`config.mk`:
```
export PLATFORM = sky130hd
export DESIGN_NAME = lru_page_replacement_top
export DESIGN_NICKNAME = d
export VERILOG_FILES = /design/src/rtl/lpr_pkg.sv /design/src/rtl/lpr_frame_mem.sv /design/src/rtl/lpr_ctrl.sv /design/src/rtl/lru_page_replacement_top.sv
export SDC_FILE = /design/constraint.sdc
export NUM_CORES = 1
export LEC_CHECK = 0
export BUFFER_PORTS_ARGS = -buffer_cell sky130_fd_sc_hd__buf_2
export CORE_ASPECT_RATIO = 1.75
export CORE_MARGIN = 8
export CORE_UTILIZATION = 54
export DETAILED_ROUTE_END_ITERATION = 10
export GPL_TIMING_DRIVEN = 0
export PLACE_DENSITY = 0.86
export SYNTH_ARGS = -nofsm -noshare
export SYNTH_HDL_FRONTEND = slang
export SYNTH_SLANG_ARGS = --single-unit
```
`constraint.sdc`:
```
create_clock -name aclk -period 3.9 [get_ports aclk]
set_input_delay 0.195 -clock aclk [delete_from_list [all_inputs] [get_ports aclk]]
set_output_delay 0.195 -clock aclk [all_outputs]
set_load 0.01 [all_outputs]
```
`src/rtl/lpr_pkg.sv`:
```
// Shared types and constants of the LRU page replacement block.
package lpr_pkg;

    // Default sizing of the frame table
    localparam int LPR_MAX_FRAMES = 8;
    localparam int LPR_PAGE_BITS  = 16;

    // Fixed field widths of the stream payloads
    localparam int LPR_PAGE_W   = 16;
    localparam int LPR_FRAMES_W = 4;
    localparam int LPR_FIDX_W   = 3;
    localparam int LPR_COUNT_W  = 32;
    localparam int LPR_RES_W    = 1 + LPR_FIDX_W + 1 + LPR_PAGE_W + LPR_COUNT_W;
    localparam int LPR_M_DATA_W = ((LPR_RES_W + 7) / 8) * 8;

    // Frame count after reset
    localparam logic [LPR_FRAMES_W-1:0] LPR_FRAMES_RESET = 4'd3;

    // One result beat, hit in the lowest bit
    typedef struct packed {
        logic [LPR_COUNT_W-1:0] fault_count;
        logic [LPR_PAGE_W-1:0]  evicted_page;
        logic                   evicted_valid;
        logic [LPR_FIDX_W-1:0]  frame_index;
        logic                   hit;
    } lpr_result_t;

    // Sequencer status toward the stream ports
    typedef struct packed {
        logic idle;
        logic res_valid;
    } lpr_status_t;

endpackage

```
`src/rtl/lpr_frame_mem.sv`:
```
// Frame table memory: one write port, one registered read port.
module lpr_frame_mem import lpr_pkg::*; #(
    parameter int DEPTH  = LPR_MAX_FRAMES,
    parameter int ADDR_W = 3,
    parameter int DATA_W = 19
) (
    input  logic              aclk,
    input  logic              rd_en,
    input  logic [ADDR_W-1:0] rd_addr,
    output logic [DATA_W-1:0] rd_data,
    input  logic              wr_en,
    input  logic [ADDR_W-1:0] wr_addr,
    input  logic [DATA_W-1:0] wr_data
);

    logic [DATA_W-1:0] mem [DEPTH];

    // Write port
    always_ff @(posedge aclk) begin
        if (wr_en) begin
            mem[wr_addr] <= wr_data;
        end
    end

    // Read port, registered output
    always_ff @(posedge aclk) begin
        if (rd_en) begin
            rd_data <= mem[rd_addr];
        end
    end

endmodule

```
`src/rtl/lpr_ctrl.sv`:
```
// Sequencer: scans the frame table, picks hit or victim, then ages ranks.
module lpr_ctrl import lpr_pkg::*; #(
    parameter int MAX_FRAMES = LPR_MAX_FRAMES,
    parameter int PAGE_BITS  = LPR_PAGE_BITS,
    parameter int IDX_W      = 3,
    parameter int ENTRY_W    = 19
) (
    input  logic                     aclk,
    input  logic                     aresetn,
    input  logic                     start,
    input  logic [LPR_PAGE_W-1:0]    start_page,
    input  logic                     start_first,
    input  logic [LPR_FRAMES_W-1:0]  frames_in_use,
    output lpr_status_t              status,
    input  logic                     res_ready,
    output lpr_result_t              result,
    output logic                     mem_rd_en,
    output logic [IDX_W-1:0]         mem_rd_addr,
    input  logic [ENTRY_W-1:0]       mem_rdata,
    output logic                     mem_wr_en,
    output logic [IDX_W-1:0]         mem_wr_addr,
    output logic [ENTRY_W-1:0]       mem_wdata
);

    localparam int CNT_W  = $clog2(MAX_FRAMES + 1);
    localparam int RANK_W = IDX_W;
    localparam logic [RANK_W-1:0] RANK_MAX = RANK_W'(MAX_FRAMES - 1);

    typedef enum logic [3:0] {
        ST_IDLE = 4'b0001,
        ST_SCAN = 4'b0010,
        ST_AGE  = 4'b0100,
        ST_DONE = 4'b1000
    } state_t;

    state_t                 state_reg, state_next;
    logic [MAX_FRAMES-1:0]  valid_reg, valid_next;
    logic [CNT_W-1:0]       filled_reg, filled_next;
    logic [LPR_COUNT_W-1:0] faults_reg, faults_next;
    logic                   rsp_vld_reg, rsp_vld_next;

    logic [PAGE_BITS-1:0]   page_reg, page_next;
    logic [CNT_W-1:0]       active_reg, active_next;
    logic [CNT_W-1:0]       rd_idx_reg, rd_idx_next;
    logic [IDX_W-1:0]       rsp_idx_reg, rsp_idx_next;
    logic                   hit_found_reg, hit_found_next;
    logic [IDX_W-1:0]       hit_idx_reg, hit_idx_next;
    logic [RANK_W-1:0]      hit_rank_reg, hit_rank_next;
    logic                   vic_found_reg, vic_found_next;
    logic [IDX_W-1:0]       vic_idx_reg, vic_idx_next;
    logic [RANK_W-1:0]      vic_rank_reg, vic_rank_next;
    logic [PAGE_BITS-1:0]   vic_page_reg, vic_page_next;
    logic [IDX_W-1:0]       sel_reg, sel_next;
    logic                   age_all_reg, age_all_next;
    logic                   ev_valid_reg, ev_valid_next;

    logic [PAGE_BITS+LPR_PAGE_W-1:0] page_in_ext;
    logic [PAGE_BITS+LPR_PAGE_W-1:0] vic_page_ext;
    logic [IDX_W+LPR_FIDX_W-1:0]     sel_ext;
    logic [CNT_W-1:0]                start_active;
    logic                            issue;
    logic [RANK_W-1:0]               rsp_rank;
    logic [PAGE_BITS-1:0]            rsp_page;
    logic                            rsp_v;
    logic                            pass_done;
    logic                            age_it;

    // Fit the incoming page to the stored width
    assign page_in_ext = {{PAGE_BITS{1'b0}}, start_page};

    // Clamp the frame count into 1..MAX_FRAMES
    always_comb begin
        if (frames_in_use == '0) begin
            start_active = CNT_W'(1);
        end else if (32'(frames_in_use) > MAX_FRAMES) begin
            start_active = CNT_W'(MAX_FRAMES);
        end else begin
            start_active = CNT_W'(frames_in_use);
        end
    end

    // Split the returning table entry
    assign rsp_rank  = mem_rdata[ENTRY_W-1:PAGE_BITS];
    assign rsp_page  = mem_rdata[PAGE_BITS-1:0];
    assign rsp_v     = valid_reg[rsp_idx_reg];
    assign issue     = (state_reg == ST_SCAN || state_reg == ST_AGE) && (rd_idx_reg < active_reg);
    assign pass_done = !issue && !rsp_vld_reg;
    assign age_it    = rsp_v && (age_all_reg || rsp_rank < hit_rank_reg) && (rsp_rank < RANK_MAX);

    // Next-state logic of the sequencer
    always_comb begin
        state_next     = state_reg;
        valid_next     = valid_reg;
        filled_next    = filled_reg;
        faults_next    = faults_reg;
        rsp_vld_next   = issue;
        page_next      = page_reg;
        active_next    = active_reg;
        rd_idx_next    = rd_idx_reg;
        rsp_idx_next   = rd_idx_reg[IDX_W-1:0];
        hit_found_next = hit_found_reg;
        hit_idx_next   = hit_idx_reg;
        hit_rank_next  = hit_rank_reg;
        vic_found_next = vic_found_reg;
        vic_idx_next   = vic_idx_reg;
        vic_rank_next  = vic_rank_reg;
        vic_page_next  = vic_page_reg;
        sel_next       = sel_reg;
        age_all_next   = age_all_reg;
        ev_valid_next  = ev_valid_reg;
        mem_rd_en      = issue;
        mem_rd_addr    = rd_idx_reg[IDX_W-1:0];
        mem_wr_en      = 1'b0;
        mem_wr_addr    = rsp_idx_reg;
        mem_wdata      = mem_rdata;

        if (issue) begin
            rd_idx_next = rd_idx_reg + CNT_W'(1);
        end

        unique case (state_reg)
            ST_IDLE: begin
                if (start) begin
                    page_next      = page_in_ext[PAGE_BITS-1:0];
                    active_next    = start_active;
                    rd_idx_next    = '0;
                    hit_found_next = 1'b0;
                    vic_found_next = 1'b0;
                    ev_valid_next  = 1'b0;
                    state_next     = ST_SCAN;
                    // Start of a new sequence: empty the frames first
                    if (start_first) begin
                        valid_next  = '0;
                        filled_next = '0;
                        faults_next = '0;
                    end
                end
            end

            ST_SCAN: begin
                // Track the first matching frame and the oldest valid frame
                if (rsp_vld_reg) begin
                    if (rsp_v && rsp_page == page_reg && !hit_found_reg) begin
                        hit_found_next = 1'b1;
                        hit_idx_next   = rsp_idx_reg;
                        hit_rank_next  = rsp_rank;
                    end
                    if (rsp_v && (!vic_found_reg || rsp_rank > vic_rank_reg)) begin
                        vic_found_next = 1'b1;
                        vic_idx_next   = rsp_idx_reg;
                        vic_rank_next  = rsp_rank;
                        vic_page_next  = rsp_page;
                    end
                end
                // Pick the frame once every entry has come back
                if (pass_done) begin
                    rd_idx_next = '0;
                    state_next  = ST_AGE;
                    if (hit_found_reg) begin
                        sel_next     = hit_idx_reg;
                        age_all_next = 1'b0;
                    end else begin
                        age_all_next = 1'b1;
                        if (filled_reg < active_reg) begin
                            sel_next    = filled_reg[IDX_W-1:0];
                            filled_next = filled_reg + CNT_W'(1);
                        end else if (vic_found_reg) begin
                            sel_next      = vic_idx_reg;
                            ev_valid_next = 1'b1;
                        end else begin
                            sel_next = '0;
                        end
                        valid_next[sel_next] = 1'b1;
                        if (faults_reg != '1) begin
                            faults_next = faults_reg + LPR_COUNT_W'(1);
                        end
                    end
                end
            end

            ST_AGE: begin
                // Write back all entries: chosen to rank zero, others may age
                if (rsp_vld_reg) begin
                    mem_wr_en = 1'b1;
                    if (rsp_idx_reg == sel_reg) begin
                        mem_wdata = {{RANK_W{1'b0}}, hit_found_reg ? rsp_page : page_reg};
                    end else if (age_it) begin
                        mem_wdata = {rsp_rank + RANK_W'(1), rsp_page};
                    end
                end
                if (pass_done) begin
                    state_next = ST_DONE;
                end
            end

            ST_DONE: begin
                if (res_ready) begin
                    state_next = ST_IDLE;
                end
            end

            default: begin
                state_next = ST_IDLE;
            end
        endcase
    end

    // Control registers
    always_ff @(posedge aclk) begin
        if (!aresetn) begin
            state_reg   <= ST_IDLE;
            valid_reg   <= '0;
            filled_reg  <= '0;
            faults_reg  <= '0;
            rsp_vld_reg <= 1'b0;
        end else begin
            state_reg   <= state_next;
            valid_reg   <= valid_next;
            filled_reg  <= filled_next;
            faults_reg  <= faults_next;
            rsp_vld_reg <= rsp_vld_next;
        end
    end

    // Working registers of the current reference
    always_ff @(posedge aclk) begin
        page_reg      <= page_next;
        active_reg    <= active_next;
        rd_idx_reg    <= rd_idx_next;
        rsp_idx_reg   <= rsp_idx_next;
        hit_found_reg <= hit_found_next;
        hit_idx_reg   <= hit_idx_next;
        hit_rank_reg  <= hit_rank_next;
        vic_found_reg <= vic_found_next;
        vic_idx_reg   <= vic_idx_next;
        vic_rank_reg  <= vic_rank_next;
        vic_page_reg  <= vic_page_next;
        sel_reg       <= sel_next;
        age_all_reg   <= age_all_next;
        ev_valid_reg  <= ev_valid_next;
    end

    // Result fields, evicted page zero when nothing was replaced
    assign vic_page_ext = {{LPR_PAGE_W{1'b0}}, vic_page_reg};
    assign sel_ext      = {{LPR_FIDX_W{1'b0}}, sel_reg};

    always_comb begin
        result.hit           = hit_found_reg;
        result.frame_index   = sel_ext[LPR_FIDX_W-1:0];
        result.evicted_valid = ev_valid_reg;
        result.evicted_page  = ev_valid_reg ? vic_page_ext[LPR_PAGE_W-1:0] : '0;
        result.fault_count   = faults_reg;
    end

    assign status.idle      = (state_reg == ST_IDLE);
    assign status.res_valid = (state_reg == ST_DONE);

endmodule

```
`src/rtl/lru_page_replacement_top.sv`:
```
// Top level of the LRU page replacement block: stream ports and result register.
//
//   channel  | direction | handshake            | payload
//   ---------+-----------+----------------------+----------------------------------
//   s_       | in        | s_tvalid / s_tready  | tdata page_number, tuser first_ref
//   m_       | out       | m_tvalid / m_tready  | tdata hit..fault_count
//   cfg_     | in        | cfg_valid / cfg_ready| cfg_data frames_in_use
//
// Each reference makes two passes over the N active entries of the frame table,
// N the active frame count: one pass to search and one pass to write back the
// ranks, one table entry per cycle through the single read port of the memory.
// Reset is synchronous, active low, and empties all frames; frames_in_use
// returns to 3. A stalled m_ side holds the last result while the next
// reference is taken; the sequencer waits only if a second result is ready.
module lru_page_replacement_top import lpr_pkg::*; #(
    parameter int MAX_FRAMES = LPR_MAX_FRAMES,
    parameter int PAGE_BITS  = LPR_PAGE_BITS
) (
    input  logic                    aclk,
    input  logic                    aresetn,
    // s_tdata: [15:0] page_number
    input  logic                    s_tvalid,
    output logic                    s_tready,
    input  logic [LPR_PAGE_W-1:0]   s_tdata,
    // s_tuser: [0] first_ref
    input  logic                    s_tuser,
    // m_tdata: [0] hit, [3:1] frame_index, [4] evicted_valid,
    //          [20:5] evicted_page, [52:21] fault_count, [55:53] zero
    output logic                    m_tvalid,
    input  logic                    m_tready,
    output logic [LPR_M_DATA_W-1:0] m_tdata,
    // cfg_data: [3:0] frames_in_use
    input  logic                    cfg_valid,
    output logic                    cfg_ready,
    input  logic [LPR_FRAMES_W-1:0] cfg_data
);

    localparam int IDX_W   = (MAX_FRAMES > 1) ? $clog2(MAX_FRAMES) : 1;
    localparam int ENTRY_W = IDX_W + PAGE_BITS;

    logic [LPR_FRAMES_W-1:0] frames_reg, frames_next;
    logic                    m_valid_reg, m_valid_next;
    lpr_result_t             m_res_reg, m_res_next;

    lpr_status_t             status;
    lpr_result_t             result;
    logic                    s_accept;
    logic                    res_ready;
    logic                    mem_rd_en;
    logic [IDX_W-1:0]        mem_rd_addr;
    logic [ENTRY_W-1:0]      mem_rdata;
    logic                    mem_wr_en;
    logic [IDX_W-1:0]        mem_wr_addr;
    logic [ENTRY_W-1:0]      mem_wdata;

    assign s_tready  = status.idle;
    assign s_accept  = s_tvalid && s_tready;
    assign cfg_ready = 1'b1;
    assign res_ready = !m_valid_reg || m_tready;

    // Frame count register
    always_comb begin
        frames_next = frames_reg;
        if (cfg_valid && cfg_ready) begin
            frames_next = cfg_data;
        end
    end

    // Result register: load when empty or draining, drop when taken
    always_comb begin
        m_valid_next = m_valid_reg;
        m_res_next   = m_res_reg;
        if (status.res_valid && res_ready) begin
            m_valid_next = 1'b1;
            m_res_next   = result;
        end else if (m_tready) begin
            m_valid_next = 1'b0;
        end
    end

    always_ff @(posedge aclk) begin
        if (!aresetn) begin
            frames_reg  <= LPR_FRAMES_RESET;
            m_valid_reg <= 1'b0;
        end else begin
            frames_reg  <= frames_next;
            m_valid_reg <= m_valid_next;
        end
    end

    always_ff @(posedge aclk) begin
        m_res_reg <= m_res_next;
    end

    assign m_tvalid = m_valid_reg;
    assign m_tdata  = {{(LPR_M_DATA_W - LPR_RES_W){1'b0}}, m_res_reg};

    lpr_ctrl #(
        .MAX_FRAMES (MAX_FRAMES),
        .PAGE_BITS  (PAGE_BITS),
        .IDX_W      (IDX_W),
        .ENTRY_W    (ENTRY_W)
    ) u_ctrl (
        .aclk          (aclk),
        .aresetn       (aresetn),
        .start         (s_accept),
        .start_page    (s_tdata),
        .start_first   (s_tuser),
        .frames_in_use (frames_reg),
        .status        (status),
        .res_ready     (res_ready),
        .result        (result),
        .mem_rd_en     (mem_rd_en),
        .mem_rd_addr   (mem_rd_addr),
        .mem_rdata     (mem_rdata),
        .mem_wr_en     (mem_wr_en),
        .mem_wr_addr   (mem_wr_addr),
        .mem_wdata     (mem_wdata)
    );

    lpr_frame_mem #(
        .DEPTH  (MAX_FRAMES),
        .ADDR_W (IDX_W),
        .DATA_W (ENTRY_W)
    ) u_frame_mem (
        .aclk    (aclk),
        .rd_en   (mem_rd_en),
        .rd_addr (mem_rd_addr),
        .rd_data (mem_rdata),
        .wr_en   (mem_wr_en),
        .wr_addr (mem_wr_addr),
        .wr_data (mem_wdata)
    );

    // A taken reference blocks further input until its result is passed on
    a_busy_after_accept: assert property (@(posedge aclk) disable iff (!aresetn)
        s_accept |=> !s_tready && !status.res_valid ##1 !status.res_valid)
        else $error("sequencer free too soon after a reference");

    // A fault always leaves a nonzero fault count
    a_fault_counted: assert property (@(posedge aclk) disable iff (!aresetn)
        m_tvalid && !m_res_reg.hit |-> m_res_reg.fault_count != '0)
        else $error("fault result with zero fault count");

    // Only a fault can evict a page
    a_evict_on_miss: assert property (@(posedge aclk) disable iff (!aresetn)
        status.res_valid && result.evicted_valid |-> !result.hit)
        else $error("eviction reported on a hit");

    // Table writes happen only in the write-back pass, never with a read at the same entry
    a_no_rw_clash: assert property (@(posedge aclk) disable iff (!aresetn)
        mem_wr_en && mem_rd_en |-> mem_wr_addr != mem_rd_addr)
        else $error("frame table read and write collide");

endmodule
```
### Word level (Yosys, flattened, before mapping)

Memory sizes are Yosys's and may differ from the RTL's. A register that Yosys moved wholly into a read port is not among the register bits.
Cells that the tools add are included.

| storage, ports and cells | value |
|---|---|
| flip-flop bits (word level) | 169 |
| bits in writable memories | 152 |
| input bits | 26 |
| output and inout bits | 59 |
| logic and storage cells | 157 |
| memories | 1 |

Memories:

| name | depth | bits a word | read ports | clocked after Yosys merged registers in | wr ports | line | RTL |
|---|---|---|---|---|---|---|---|
| u_frame_mem.mem | 8 | 19 | 1 | 1 | 1 | lpr_frame_mem.sv:16 | `logic [DATA_W-1:0] mem [DEPTH];` |

| cells by class | value |
|---|---|
| add/subtract/negate cells | 4 |
| $lt $le $gt $ge | 9 |
| equal/unequal tests | 20 |
| mux-type cells | 61 |
| bitwise operators | 1 |
| reductions and logical operators | 34 |

Operators by type and width:

| cell | number |
|---|---|
| 32-bit 2-to-1 mux | 5 |
| 19-bit 2-to-1 mux | 4 |
| 32-bit one-hot mux with 2 select lines | 1 |
| 4-bit 2-to-1 mux | 13 |
| 32-bit by 1-bit adder with 32-bit output (second input constant) | 1 |
| 8-bit 2-to-1 mux | 4 |
| 32-bit inequality test (second input constant) | 1 |
| 1-bit 2-to-1 mux | 18 |
| 3-bit 2-to-1 mux | 6 |
| 6-bit AND reduction | 3 |
| 16-bit == test | 1 |
| 16-bit 2-to-1 mux | 1 |
| 4-bit one-hot mux with 2 select lines | 2 |
| 4-bit one-hot mux with 4 select lines | 1 |
| 8-bit one-hot mux with 2 select lines | 1 |
| 2-bit by 1-bit inequality test with 1-bit output (second input constant) | 7 |
| 2-bit inequality test (second input constant) | 6 |
| 4-bit AND reduction | 3 |
| 1-bit logical AND | 10 |
| 4-bit by 1-bit adder with 4-bit output (second input constant) | 2 |
| 3-bit by 4-bit less-than comparator with 1-bit output (second input constant) | 2 |
| 4-bit less-than comparator | 2 |
| 8-bit bitwise OR | 1 |
| 1-bit one-hot mux with 2 select lines | 3 |
| 21 further kinds | 31 |

### Logic depth before layout (Yosys ltp)

| logic depth | value |
|---|---|
| word-level depth | 15 |
| mapped depth | 10 |
| depth with buffers taken out | 8 |

### Hierarchy

Synthesis repeated with hierarchy kept, for this count alone.

| second synthesis, totals | value |
|---|---|
| cell total of the unflattened synthesis | 871 |
| area, all modules | 13985.9 um^2 |

By module, submodules not included:

| module | instances | cells an instance | area each (um^2) | sequential area each (um^2) |
|---|---|---|---|---|
| lpr_frame_mem | 1 | 251 | 6449.9 | 5134.9 |
| lpr_ctrl | 1 | 542 | 5705.5 | 2772.7 |
| lru_page_replacement_top | 1 | 78 | 1830.5 | 1691.6 |

### Worst setup path before layout

No wires, ideal clock.

| timing | value |
|---|---|
| path kind | flip-flop to flip-flop |
| start | register u_ctrl.state_reg[3] |
| end | register m_res_reg, in the netlist m_tdata[0], enable pin |
| setup time | 0.470 ns |
| arrival time | 3.183 ns |
| data required time | 3.430 ns |
| slack | 0.247 ns |
| stages on the path, launching flop included | 3 |
| path buffers | 0 |
| period minus slack after synthesis | 3.653 ns |
| cell sequence | dfxtp_1 nor4b_1 nor2b_1 |

| between the ends | value |
|---|---|
| cells in the longest elaborated chain, start to end | 2 |

Ends and longest elaborated chain:

| item | line | RTL |
|---|---|---|
| start, declared | lpr_ctrl.sv:36 | `state_t state_reg, state_next;` |
| start signal, assigned | lpr_ctrl.sv:217 | `state_reg <= state_next;` |
| 4-bit == test | lpr_ctrl.sv:256 | `assign status.res_valid = (state_reg == ST_DONE);` |
| 1-bit logical AND | lru_page_replacement_top.sv:73 | `if (status.res_valid && res_ready) begin` |
| end signal, assigned | lru_page_replacement_top.sv:92 | `m_res_reg <= m_res_next;` |
| end, declared | lru_page_replacement_top.sv:43 | `lpr_result_t m_res_reg, m_res_next;` |

No other way between the ends.
A chain may end at the register's enable or synchronous reset.

### Worst setup path after layout

| timing | value |
|---|---|
| start | register u_ctrl.state_reg[2] |
| end | memory u_frame_mem.mem[6][15], data pin |

| between the ends | value |
|---|---|
| cells in the longest elaborated chain, start to end | 2 |

Ends and longest elaborated chain:

| item | line | RTL |
|---|---|---|
| 4-bit by 3-bit == test with 1-bit output | lpr_ctrl.sv:121 | `unique case (state_reg)` |
| 19-bit 2-to-1 mux | lpr_ctrl.sv:121 |  |
| net mem_wdata[15] | lru_page_replacement_top.sv:54 | `logic [ENTRY_W-1:0] mem_wdata;` |
| end, declared | lpr_frame_mem.sv:16 |  |

The timed path passes the listed nets, and every way through them passes these cells.

==> results.ini <==
[clock_tree]
cts.sink_count = 340
clk_pin_slew_ns = 0.07
clkLatencyLatePin_ns = 0.56
numCtsBuffers = 28
htree_levels = 1
cts_tree = done
root_buffer = clkbuf_16
post_cts_buffers = 0
cts.path.max_buffers = 3

[pwr]
ir_drop_mv = 0.353
p_leak_uw = 0.00530
switchingPower_uw = 1520
internal_power_uw = 5550
clkPwrFrac_pct = 38.6
p_seq_share_pct = 56.4
power_uw = 7060
power_density_nw_per_um2 = 445
swShare_pct = 21.5
comb_power_share_pct = 5.0

[routing]
drc = 0
vias = 8562
routed_via_density = 6.18
drt_iter0_markers = 1009
ant_nets = 0
wirelength_microns = 32000
wl_per_cell_microns = 23.1
dr.pass1.iters = 7

[sta]
whs_ns = 0.0250
setup_viol = 0
tns_ns = 0
worst_slack_ns = 0.427
hold_viol = 0
fin_crit_ns = 3.47
max_freq_mhz = 288
grt_setup_unrepaired = no
worst_pin_slew_ns = 1.14
drv_slew = 0
layout_worst_path_cycle_share_pct = 89.0
slew_headroom_pct = 23.7
final.setup_skew_ns = 0.0106

[final_layout]
fin_nets = 1090
final_common_cell = edfxtp_1
largest_reg_flops = 152
area_delta_synth_final_pct = 15.4
final_layout_size_suffix_gt1_share_pct = 23.0
layout_common_cells = edfxtp_1, buf_2, dfxtp_1
stdcell_area_sq_um = 15900
n_antenna_cell = 0

[placed_design]
place_area_sq_um = 14800
dp_slack_ns = 0.655
dpl.hpwl_microns = 21900
gp_congestion = 0.943
portBuffers = 78

[logic_synthesis]
ys_types = 64
postSynthCellCount = 905
ys_warn_count = 0
synth_flop_cell = edfxtp_1
yosys_register_bits = 340
syn_area_per_cell_sq_um = 15.2
synth_area_sq_um = 13800
synth_edf_count = 279
seq_area_frac_synth_pct = 69.7
synthArstFlopShare_pct = 0

[run]
max_cap_violations = 0

[critical_path]
worstSetupEndpointType = flop
worst_setup_path_start_kind = flop
path_class = flop to flop
crit_family = simple AND/OR/NAND/NOR gates
max_stage_delay_ns = 0.91
slowest_stage = nor4_1
path_buf_inv = 2
crit_arrival_ns = 3.76
worstPathCellList = and2b_1, nand3_1, nor4_1, and2_1, buf_2, buf_4, mux2_2
critPathLaunch = u_ctrl.state_reg[2]
cp.required_ns = 4.19
timing.rr.start = u_ctrl.state_reg[2]
crit_path_max_fanout = 10

[min_path]
min-delay-start = cfg_valid
hold_class = input port to flop

[die]
num_rows = 77
start_util_pct = 54.8
die_h_microns = 227
die_area_sq_um = 31100
core_sq_um = 25100
pin_count = 85
die_x_microns = 137

[grt]
grt_usage_pct = 20.8
grt_max_degree = 34
grt_pass1_vias = 8718
antenna_found_initial = 0
overflow = 0
grt_pass1_wl_microns = 48700

[run_status]
status = finished, final reports clean

## cell type report
type / count / area [sq um]
sequential: 340 / 9600
fill: 1707 / 9260
multi-input combinational: 499 / 3940
timing repair buffer: 112 / 797
clock buffer: 34 / 723
tap: 316 / 395
buffer: 44 / 195
clock inverter: 17 / 150
inverter: 24 / 90.1
## tightest hold or removal path: cells and delay by family
kind	cells	cell delay (ns)
buffers and inverters	1	0.15
muxes	1	0.15
and+or+nand+nor	1	0.06
## Yosys cell counts, types with 5 or more instances
library cell / instances / area, sq um
and2_1: 20 / 125
nor3_1: 16 / 80.1
mux2_2: 36 / 405
a31oi_1: 9 / 56.3
nand2_1: 48 / 180
buf_4: 5 / 37.5
inv_1: 23 / 86.3
dfxtp_1: 61 / 1220
nor2_1: 45 / 169
or3_1: 6 / 37.5
mux2i_1: 8 / 80.1
a21oi_1: 42 / 210
nor4_1: 9 / 56.3
o221a_2: 5 / 56.3
nor2b_1: 7 / 43.8
o211ai_1: 5 / 37.5
nand4_1: 17 / 106
or2_2: 6 / 37.5
and4_1: 6 / 52.6
nand3_1: 31 / 155
a311oi_1: 5 / 43.8
mux4_2: 38 / 856
ha_1: 15 / 188
nand2b_1: 6 / 37.5
clkbuf_1: 30 / 113
buf_1: 5 / 18.8
edfxtp_1: 279 / 8380
xor2_1: 21 / 184
o21ai_0: 37 / 185
## kinds of logic after synthesis
family	after synthesis	synth area share, %
AOI/OAI and AO/OA	132	6.14
xor gates and xnor gates	24	1.53
adders and majority gates	15	1.36
buffers and inverters	68	2.07
DFF	340	69.7
muxes	82	9.74
other	2	0.0545
and+or+nand+nor	242	9.41
## power groups by stage
stage | sequential (uW) | combinational, uW | clock [uW]
2_1_floorplan | 4050 | 225 | 0
3_3_place_gp | 4060 | 314 | 0
3_5_place_dp | 4060 | 328 | 0
4_1_cts | 3980 | 349 | 2750
5_1_grt | 3990 | 377 | 2880
6_report | 3980 | 350 | 2730
## through the flow
step                      utilization, %  instances
after floorplan                        -        907
after global placement              57.9       1301
after detailed placement            58.9       1314
after CTS                           63.2       1386
after global routing                63.2       1386
final                               63.2       1386
## worst paths after layout
path,to,slack (ns),depth (start not counted)
setup reg to reg,u_frame_mem.mem[6][15],0.43,7
setup / recovery,u_frame_mem.mem[6][15],0.43,7
hold / removal,frames_reg[0],0.02,3
hold reg to reg,u_ctrl.mem_wr_addr[0],0.40,0
## timing repair
| item | 4_1_cts | 5_1_grt |
|---|---|---|
| endpoints found under the setup margin | 0 | 0 |
| hold endpoints to repair | 22 | 0 |
| gates resized for setup | 0 | 0 |
| hold buffers | 21 | 0 |
## routing by layer
layer	wire length, microns	vias to the layer above	global-route usage (%)
li1	-	3770	-
met1	10600	4162	21.5
met2	17100	489	38.0
met3	2320	141	3.36
met4	1970	0	13.5
met5	0	-	0
(Power assumes the default switching activity.)
